## src/assert_macros.svh

```systemverilog
// Assertion macros shared by the RTL. Each macro expects signals named clk and rst_n
// to be visible where it is used.
`ifndef ASSERT_MACROS_SVH
`define ASSERT_MACROS_SVH
`ifndef SYNTHESIS
// Condition a implies condition b in the same cycle.
`define ASSERT_IMP(label, a, b, msg) \
    label: assert property (@(posedge clk) disable iff (!rst_n) (a) |-> (b)) \
        else $error(msg);
// Condition a implies condition b in the next cycle.
`define ASSERT_NEXT(label, a, b, msg) \
    label: assert property (@(posedge clk) disable iff (!rst_n) (a) |=> (b)) \
        else $error(msg);
`else
`define ASSERT_IMP(label, a, b, msg)
`define ASSERT_NEXT(label, a, b, msg)
`endif
`endif

```

## src/stfs_pkg.sv

```systemverilog
`default_nettype none
package stfs_pkg;

    // Request codes carried on req_type.
    typedef enum logic [1:0] {
        REQ_CLEAR  = 2'd0,
        REQ_APPEND = 2'd1,
        REQ_SEARCH = 2'd2,
        REQ_UNUSED = 2'd3
    } req_t;

    // Sequencer states, one-hot.
    typedef enum logic [2:0] {
        ST_IDLE  = 3'b001,
        ST_GROW  = 3'b010,
        ST_PROBE = 3'b100
    } state_t;

    localparam int KEY_W   = 32;
    localparam int POS_W   = 6;
    localparam int PROBE_W = 4;
    localparam logic [PROBE_W-1:0] PROBE_MAX = '1;

    // Control handed to one cell of the key chain.
    typedef struct packed {
        logic load;     // sorted insert happens this cycle
        logic valid;    // cell index is below the entry count
        logic at_end;   // cell index equals the entry count
        logic prev_gt;  // left neighbor holds a valid key above the new key
    } cell_ctl_t;

    // Compare status reported by one cell.
    typedef struct packed {
        logic gt;       // valid and stored key greater than the bus key
        logic lt;       // stored key less than the bus key
        logic eq;       // stored key equal to the bus key
    } cell_stat_t;

endpackage
`default_nettype wire

```

## src/stfs_cell.sv

```systemverilog
`default_nettype none
module stfs_cell
    import stfs_pkg::*;
(
    input  wire logic                     clk,
    input  wire cell_ctl_t                ctl,
    input  wire logic signed [KEY_W-1:0]  bus_key,
    input  wire logic signed [KEY_W-1:0]  prev_key,
    output logic signed [KEY_W-1:0]       cell_key,
    output cell_stat_t                    stat
);

    logic signed [KEY_W-1:0] key_reg;
    logic signed [KEY_W-1:0] key_next;

    assign cell_key = key_reg;
    assign stat.gt  = ctl.valid && (key_reg > bus_key);
    assign stat.lt  = key_reg < bus_key;
    assign stat.eq  = key_reg == bus_key;

    // On insert, a cell whose left neighbor is larger takes the neighbor's key; the
    // first larger cell, or the first free cell, takes the new key.
    always_comb
    begin
        key_next = key_reg;
        if (ctl.load)
        begin
            if (ctl.prev_gt)
                key_next = prev_key;
            else if (stat.gt || ctl.at_end)
                key_next = bus_key;
        end
    end

    always_ff @(posedge clk)
    begin
        key_reg <= key_next;
    end

endmodule
`default_nettype wire

```

## config.mk

```make
export PLATFORM = sky130hd
export DESIGN_NAME = stfs_cell
export DESIGN_NICKNAME = d
export VERILOG_FILES = /design/src/assert_macros.svh /design/src/stfs_pkg.sv /design/src/stfs_cell.sv
export SDC_FILE = /design/constraint.sdc
export NUM_CORES = 1
export LEC_CHECK = 0
export BUFFER_PORTS_ARGS = -buffer_cell sky130_fd_sc_hd__buf_2
export CAP_MARGIN = 10
export CORE_ASPECT_RATIO = 2
export CORE_MARGIN = 3
export CORE_UTILIZATION = 50
export CTS_BUF_LIST = sky130_fd_sc_hd__clkbuf_16
export DETAILED_ROUTE_END_ITERATION = 16
export PLACE_DENSITY_LB_ADDON = 0.25
export SETUP_SLACK_MARGIN = 0.1
export SLEW_MARGIN = 10
export SYNTH_ARGS = -nofsm -noshare
export SYNTH_HDL_FRONTEND = slang
export SYNTH_SLANG_ARGS = --single-unit
```

## constraint.sdc

```tcl
create_clock -name clk -period 7.5 [get_ports clk]
set_clock_uncertainty 0.15 [all_clocks]
set_input_delay 1.5 -clock clk [delete_from_list [all_inputs] [get_ports clk]]
set_output_delay 1.5 -clock clk [all_outputs]
set_load 0.01 [all_outputs]
```

==> run metrics, run 1 <==
drt via density 5.11; final WL 5060 µm; min Tclk post-route 5.11 ns; Hold Path Class flop to flop; startpoint types primary input; MaxCap Viol Count 0; #FFs+latches synth 32; drt pass-1 iters 4; Worst-path clk slew 0.05 ns; top cells by area, synth edfxtp_1 45%, ha_1 19%, o21ai_0 7.7%; initial antenna violation count 0; hold slack 1.30 ns; Arrival @ worst endpoint 3.46 ns; number of I/O port buffers 103; pin count of the biggest net entering global routing 65; max_slew headroom 38.7%; Clk Latency, worst-skew pair 0.27 ns; Row Count 33; area growth from synthesis to layout 33.8%; setup TNS 0 ns; root buf cell clkbuf_16; vias in the first global route 1937; max reg flops 32; share of cells above drive strength 1 35.2%; n_diodes 0; Least-Margin Pin Slew 0.919 ns; H-tree depth 2; fin cells 379; synthesized instance count 222; placed cell count 371; Final ANT Viol Nets 0; RSZ-0062 raised after global routing no; Final HPWL DP 4100 µm; chip height 98.6 µm; Max Transition Viols Final 0; Num CTS Buffers 5; DRC 0; maximum clock frequency 196 MHz; gr usage total 20.0%; CORE AREA 4130 µm²; routed length per instance 13.3 µm; PD cells 195 nW/µm²; Die W 52.3 µm; Cell Area, Synth 2140 µm²; post-synth top area share 44.9%; Yosys cell types 32; Initial Utilization 51.9%; synth warn 0; Via Count 1936; Seq/Total Area, Yosys 44.9%; Detailed Route Iter0 Violations 18; Post-DP Area 2700 µm²; gr ovfl total 0; Tcrit/Tclk final 68.1%; Post-CTS Resized 0; crit end category output port; worst-path maximum fanout 3; Fillers 359; Lkg Pwr 1.46 nW; Post-CTS Hold Fix Bufs 0; Power Total 0.559 mW; outcome completed; first-pass GRT wire length 7990 µm; Bufs on Longest Clock Path 2; CTS tree done; Setup CP Type primary input to output port; Post-CTS Setup Inserts 0; clk sinks 32; Die ar. 5150 µm²; Final Instance Area 2870 µm²; Peak VDD IR 0.203 mV; Final Wtd Congestion 0.765; Setup Viol. Count Final 0; CP required 5.85 ns; Final nets 427; I/O Pins 104; Syn Area/Cell 9.65 µm²; Fin. Hold Viols 0; Mapped Nets 323; largest area contributor in the netlist edfxtp_1
-- metal layers --
layer	up-vias	wire [µm]	track usage, %
met1	860	1830	20.9
met4	0	65	7.09
li1	1002	-	-
met2	68	2850	37.5
met3	6	310	3.48
met5	-	0	0
-- area by class of cell --
| cell class | count | area (µm²) | share of cell area, % |
|---|---|---|---|
| multi-input cells | 151 | 1030 | 36.1 |
| repair buffers | 104 | 523 | 18.2 |
| clock inverters | 3 | 37.5 | 1.31 |
| clock buffers | 5 | 125 | 4.36 |
| inverters | 32 | 120 | 4.19 |
| flip-flops and latches | 32 | 961 | 33.5 |
| well taps | 52 | 65.1 | 2.27 |
-- metrics by stage --
stage / setup slack [ns] / util, %
after detailed placement: 2.42 / 65.5
after global routing: 2.27 / 69.4
after floorplan: 2.74 / -
after global placement: 2.46 / 65.5
final: 2.39 / 69.4
after CTS: 2.41 / 69.4
-- synthesized netlist by cell type --
library cell	n
nand2_1	36
o21ai_0	33
edfxtp_1	32
ha_1	32
inv_1	32
a21oi_1	13
clkbuf_1	6
nand4_1	5
nand3_1	3
nor4_1	3
a211o_1	2
a21o_1	2
nor2b_1	2
nor3_1	2
o41a_1	2
a21boi_0	1
a21boi_1	1
a21oi_2	1
and3_1	1
and4_1	1
buf_1	1
mux2_2	1
nand4_2	1
nor2_1	1
nor2_2	1
nor4b_1	1
o211a_1	1
o211ai_1	1
o21a_1	1
o21ai_1	1
or2_2	1
xnor2_1	1
-- layout by cell type, fill, tap and decap left out --
cell,Yosys,final
o211a_1,1,1
nand3_1,3,3
o211ai_1,1,1
a21oi_1,13,13
clkinv_1,0,2
buf_4,0,1
or2_2,1,1
o21a_1,1,1
nand4_2,1,1
mux2_2,1,1
nor4_1,3,3
and3_1,1,1
nand4_1,5,5
nand2_1,36,36
bufinv_16,0,1
a211o_1,2,2
nor2_1,1,1
o41a_1,2,2
and4_1,1,1
edfxtp_1,32,32
xnor2_1,1,1
a21boi_0,1,1
nor4b_1,1,1
o21ai_1,1,1
o21ai_0,33,33
nor3_1,2,2
nor2_2,1,1
a21boi_1,1,1
buf_2,0,103
ha_1,32,32
a21o_1,2,2
clkbuf_16,0,5
inv_1,32,32
nor2b_1,2,2
a21oi_2,1,1
-- critical path, cell delays in order --
cell and delay (ns):
buf_2 0.07, inv_1 0.04, ha_1 0.31, a21oi_1 0.16
o21ai_1 0.11, a211o_1 0.30, a211o_1 0.26, o211a_1 0.24
or2_2 0.31, buf_2 0.14
-- final timing paths --
kind	startpoint	endpoint	slack (ns)	depth (start not counted)
worst max-delay path	bus_key[21]	stat[2]	2.39	10
worst min-delay path	cell_key[31]$_DFFE_PP_	cell_key[23]$_DFFE_PP_	1.30	3
worst max register to register	cell_key[21]$_DFFE_PP_	cell_key[0]$_DFFE_PP_	4.17	8
worst min register to register	cell_key[31]$_DFFE_PP_	cell_key[23]$_DFFE_PP_	1.30	3
-- where the power goes --
group,internal (mW),switching [mW]
Combinational,0.0506,0.0612
Clock,0.154,0.0704
Sequential,0.215,0.00701
Total,0.420,0.139
-- cell families after synthesis --
group,count (synthesis),synth area share (%)
AOI/OAI and AO/OA,59,15.8
xor gates and xnor gates,1,0.409
and+or+nand+nor,58,12.9
buffers and inverters,39,6.83
DFF,32,44.9
muxes,1,0.526
adders and majority gates,32,18.7
Note: power is estimated with default switching activity, not from simulation.
==> run 2: changes to the inputs <==
--- a/config.mk
+++ b/config.mk
@@ -9,7 +9,7 @@
 export CAP_MARGIN = 10
 export CORE_ASPECT_RATIO = 2
 export CORE_MARGIN = 3
-export CORE_UTILIZATION = 50
+export CORE_UTILIZATION = 46
 export CTS_BUF_LIST = sky130_fd_sc_hd__clkbuf_16
 export DETAILED_ROUTE_END_ITERATION = 16
 export PLACE_DENSITY_LB_ADDON = 0.25
==> constraint.sdc (replaced) <==
create_clock -name clk -period 5.2 [get_ports clk]
set_clock_uncertainty 0.15 [all_clocks]
set_input_delay 1.04 -clock clk [delete_from_list [all_inputs] [get_ports clk]]
set_output_delay 1.04 -clock clk [all_outputs]
set_load 0.01 [all_outputs]
==> run metrics, run 2 (synthesis gave the netlist of run 1 again) <==
drt via density 5.11 (about the same); Crit path max-delay family compound AO/OA/AOI/OAI gates; drt pass-1 iters 4 (unchanged); met1 Use GR 20.4% (-0.55 points); Post-CTS Hold Fix Bufs 0 (unchanged); Post-DP Area 2710 µm² (+0.14%); Die W 54.3 µm (+3.8%); Fin. Hold Viols 0 (unchanged); Lkg Pwr 1.46 nW (-0.20%); root buf cell clkbuf_16; CP required 4.01 ns (-1.84 ns); routed length per instance 13.9 µm (+3.9%); PD cells 265 nW/µm² (+36%); Num CTS Buffers 5 (unchanged); CORE AREA 4420 µm² (+7.2%); n_diodes 0 (unchanged); Clk Latency, worst-skew pair 0.27 ns (about the same); maximum clock frequency 241 MHz; number of I/O port buffers 103 (unchanged); clk sinks 32 (unchanged); pre-CTS worst setup slack 1.04 ns (-1.37 ns); Final Instance Area 2840 µm² (-0.79%); pin count of the biggest net entering global routing 65 (unchanged); M2 GR Usage 38.0% (+0.59 points); Bufs on Longest Clock Path 2 (unchanged); share of cells above drive strength 1 35.2% (unchanged); Critical path buffers and inverters 3 (unchanged); chip height 103 µm (+4.0%); gr usage total 20.2% (+0.20 points); gr ovfl total 0 (unchanged); Final Wtd Congestion 0.748 (-2.3%); Detailed Route Iter0 Violations 15 (-3); Die ar. 5560 µm² (+7.9%); Row Count 34 (+3.0%); GRT busiest layer met2; commonest non-fill, non-tap cell in the layout buf_2; crit path from bus_key[13]; min Tclk post-route 4.16 ns; Via Count 1946 (+0.52%); setup TNS 0 ns (unchanged); Initial Utilization 48.4% (-3.5 points); worst reg2reg startpoint cell_key[21]$_DFFE_PP_; initial antenna violation count 0 (unchanged); crit-path cells buf_2 > inv_1 > ha_1 > nand4_1 > nor4_1 > a21boi_1 > o41a_1 > o211a_1 > or2_2 > buf_2; Post-CTS Setup Inserts 0 (unchanged); Worst-path clk slew 0.05 ns (about the same); commonest cells after routing, fill and taps aside 103 x buf_2, 36 x nand2_1, 34 x inv_1; CP max stage delay 0.41 ns (+0.10 ns); Setup Viol. Count Final 0 (unchanged); max_slew headroom 47.1% (+8.4 points); post-route setup slack 1.04 ns (-1.35 ns); Setup CP Type primary input to output port; MaxCap Viol Count 0 (unchanged); Peak VDD IR 0.189 mV (-6.7%); startpoint types primary input; Power Total 0.754 mW (+35%); Post-CTS Resized 0 (unchanged); Final nets 427 (unchanged); vias in the first global route 1990 (+2.7%); final WL 5280 µm (+4.4%); worst-path maximum fanout 3 (unchanged); max reg flops 32 (unchanged); Worst path slowest cell o41a_1; I/O Pins 104 (unchanged); Final ANT Viol Nets 0 (unchanged); Least-Margin Pin Slew 0.794 ns (-0.126 ns); Fillers 424 (+18%); Arrival @ worst endpoint 2.97 ns (-0.49 ns); Final HPWL DP 4200 µm (+2.5%); Hold Path Class primary input to flop; met3 usage 4.92% (+1.4 points); CTS tree done; area growth from synthesis to layout 32.8%; H-tree depth 2 (unchanged); Tcrit/Tclk final 79.9%; RSZ-0062 raised after global routing no; Max Transition Viols Final 0 (unchanged); DRC 0 (unchanged); CP dominant cell by count buf_2; hold path startpoint prev_key[10]; outcome completed; first-pass GRT wire length 8270 µm (+3.5%); crit end category output port
[run 2: cell count changes in the layout (fill, tap and decap cells not counted)]
cell / delta
bufinv_16: -1
o41a_2: +1
inv_1: +2
o41a_1: -1
clkinv_1: -1
[run 2: layout make-up]
type,instances,area [µm²],area share [%]
multi-input combinational,151,1040,36.4
sequential,32,961,33.8
timing repair buffer,104,523,18.4
clock buffer,5,125,4.40
inverter,32,120,4.22
tap,54,67.6,2.38
clock inverter,3,11.3,0.396
[run 2: per-stage QoR]
stage,cells,hold slack [ns],util (%)
finish,381,0.893,64.3
CTS,381,0.891,64.3
floorplan,222,1.08,-
global route,381,0.906,64.3
detailed placement,373,1.17,61.2
global placement,373,1.16,61.2
[run 2: final timing paths]
kind / to / slack (ns) / depth (start not counted)
hold / removal: cell_key[10]$_DFFE_PP_ / 0.89 / 3
setup / recovery: stat[2] / 1.04 / 10
hold reg to reg: cell_key[11]$_DFFE_PP_ / 1.51 / 3
setup reg to reg: cell_key[27]$_DFFE_PP_ / 2.05 / 7
[run 2: worst min-delay path, delay by kind of cell]
kind | cells | cell delay [ns]
compound gates | 1 | 0.05
buf+inv | 1 | 0.07
simple gates | 1 | 0.04
[run 2: where the power goes]
part           internal, mW  leakage, nW  switching (mW)
logic                0.0724         1.08          0.0884
clock network         0.172       0.0738           0.101
registers             0.311        0.312          0.0104
total                 0.555         1.46           0.199
[run 2: layer usage]
layer	up-vias	wire, µm
met2	69	2990
met3	4	377
li1	996	-
met1	877	1870
met4	0	43
met5	-	0
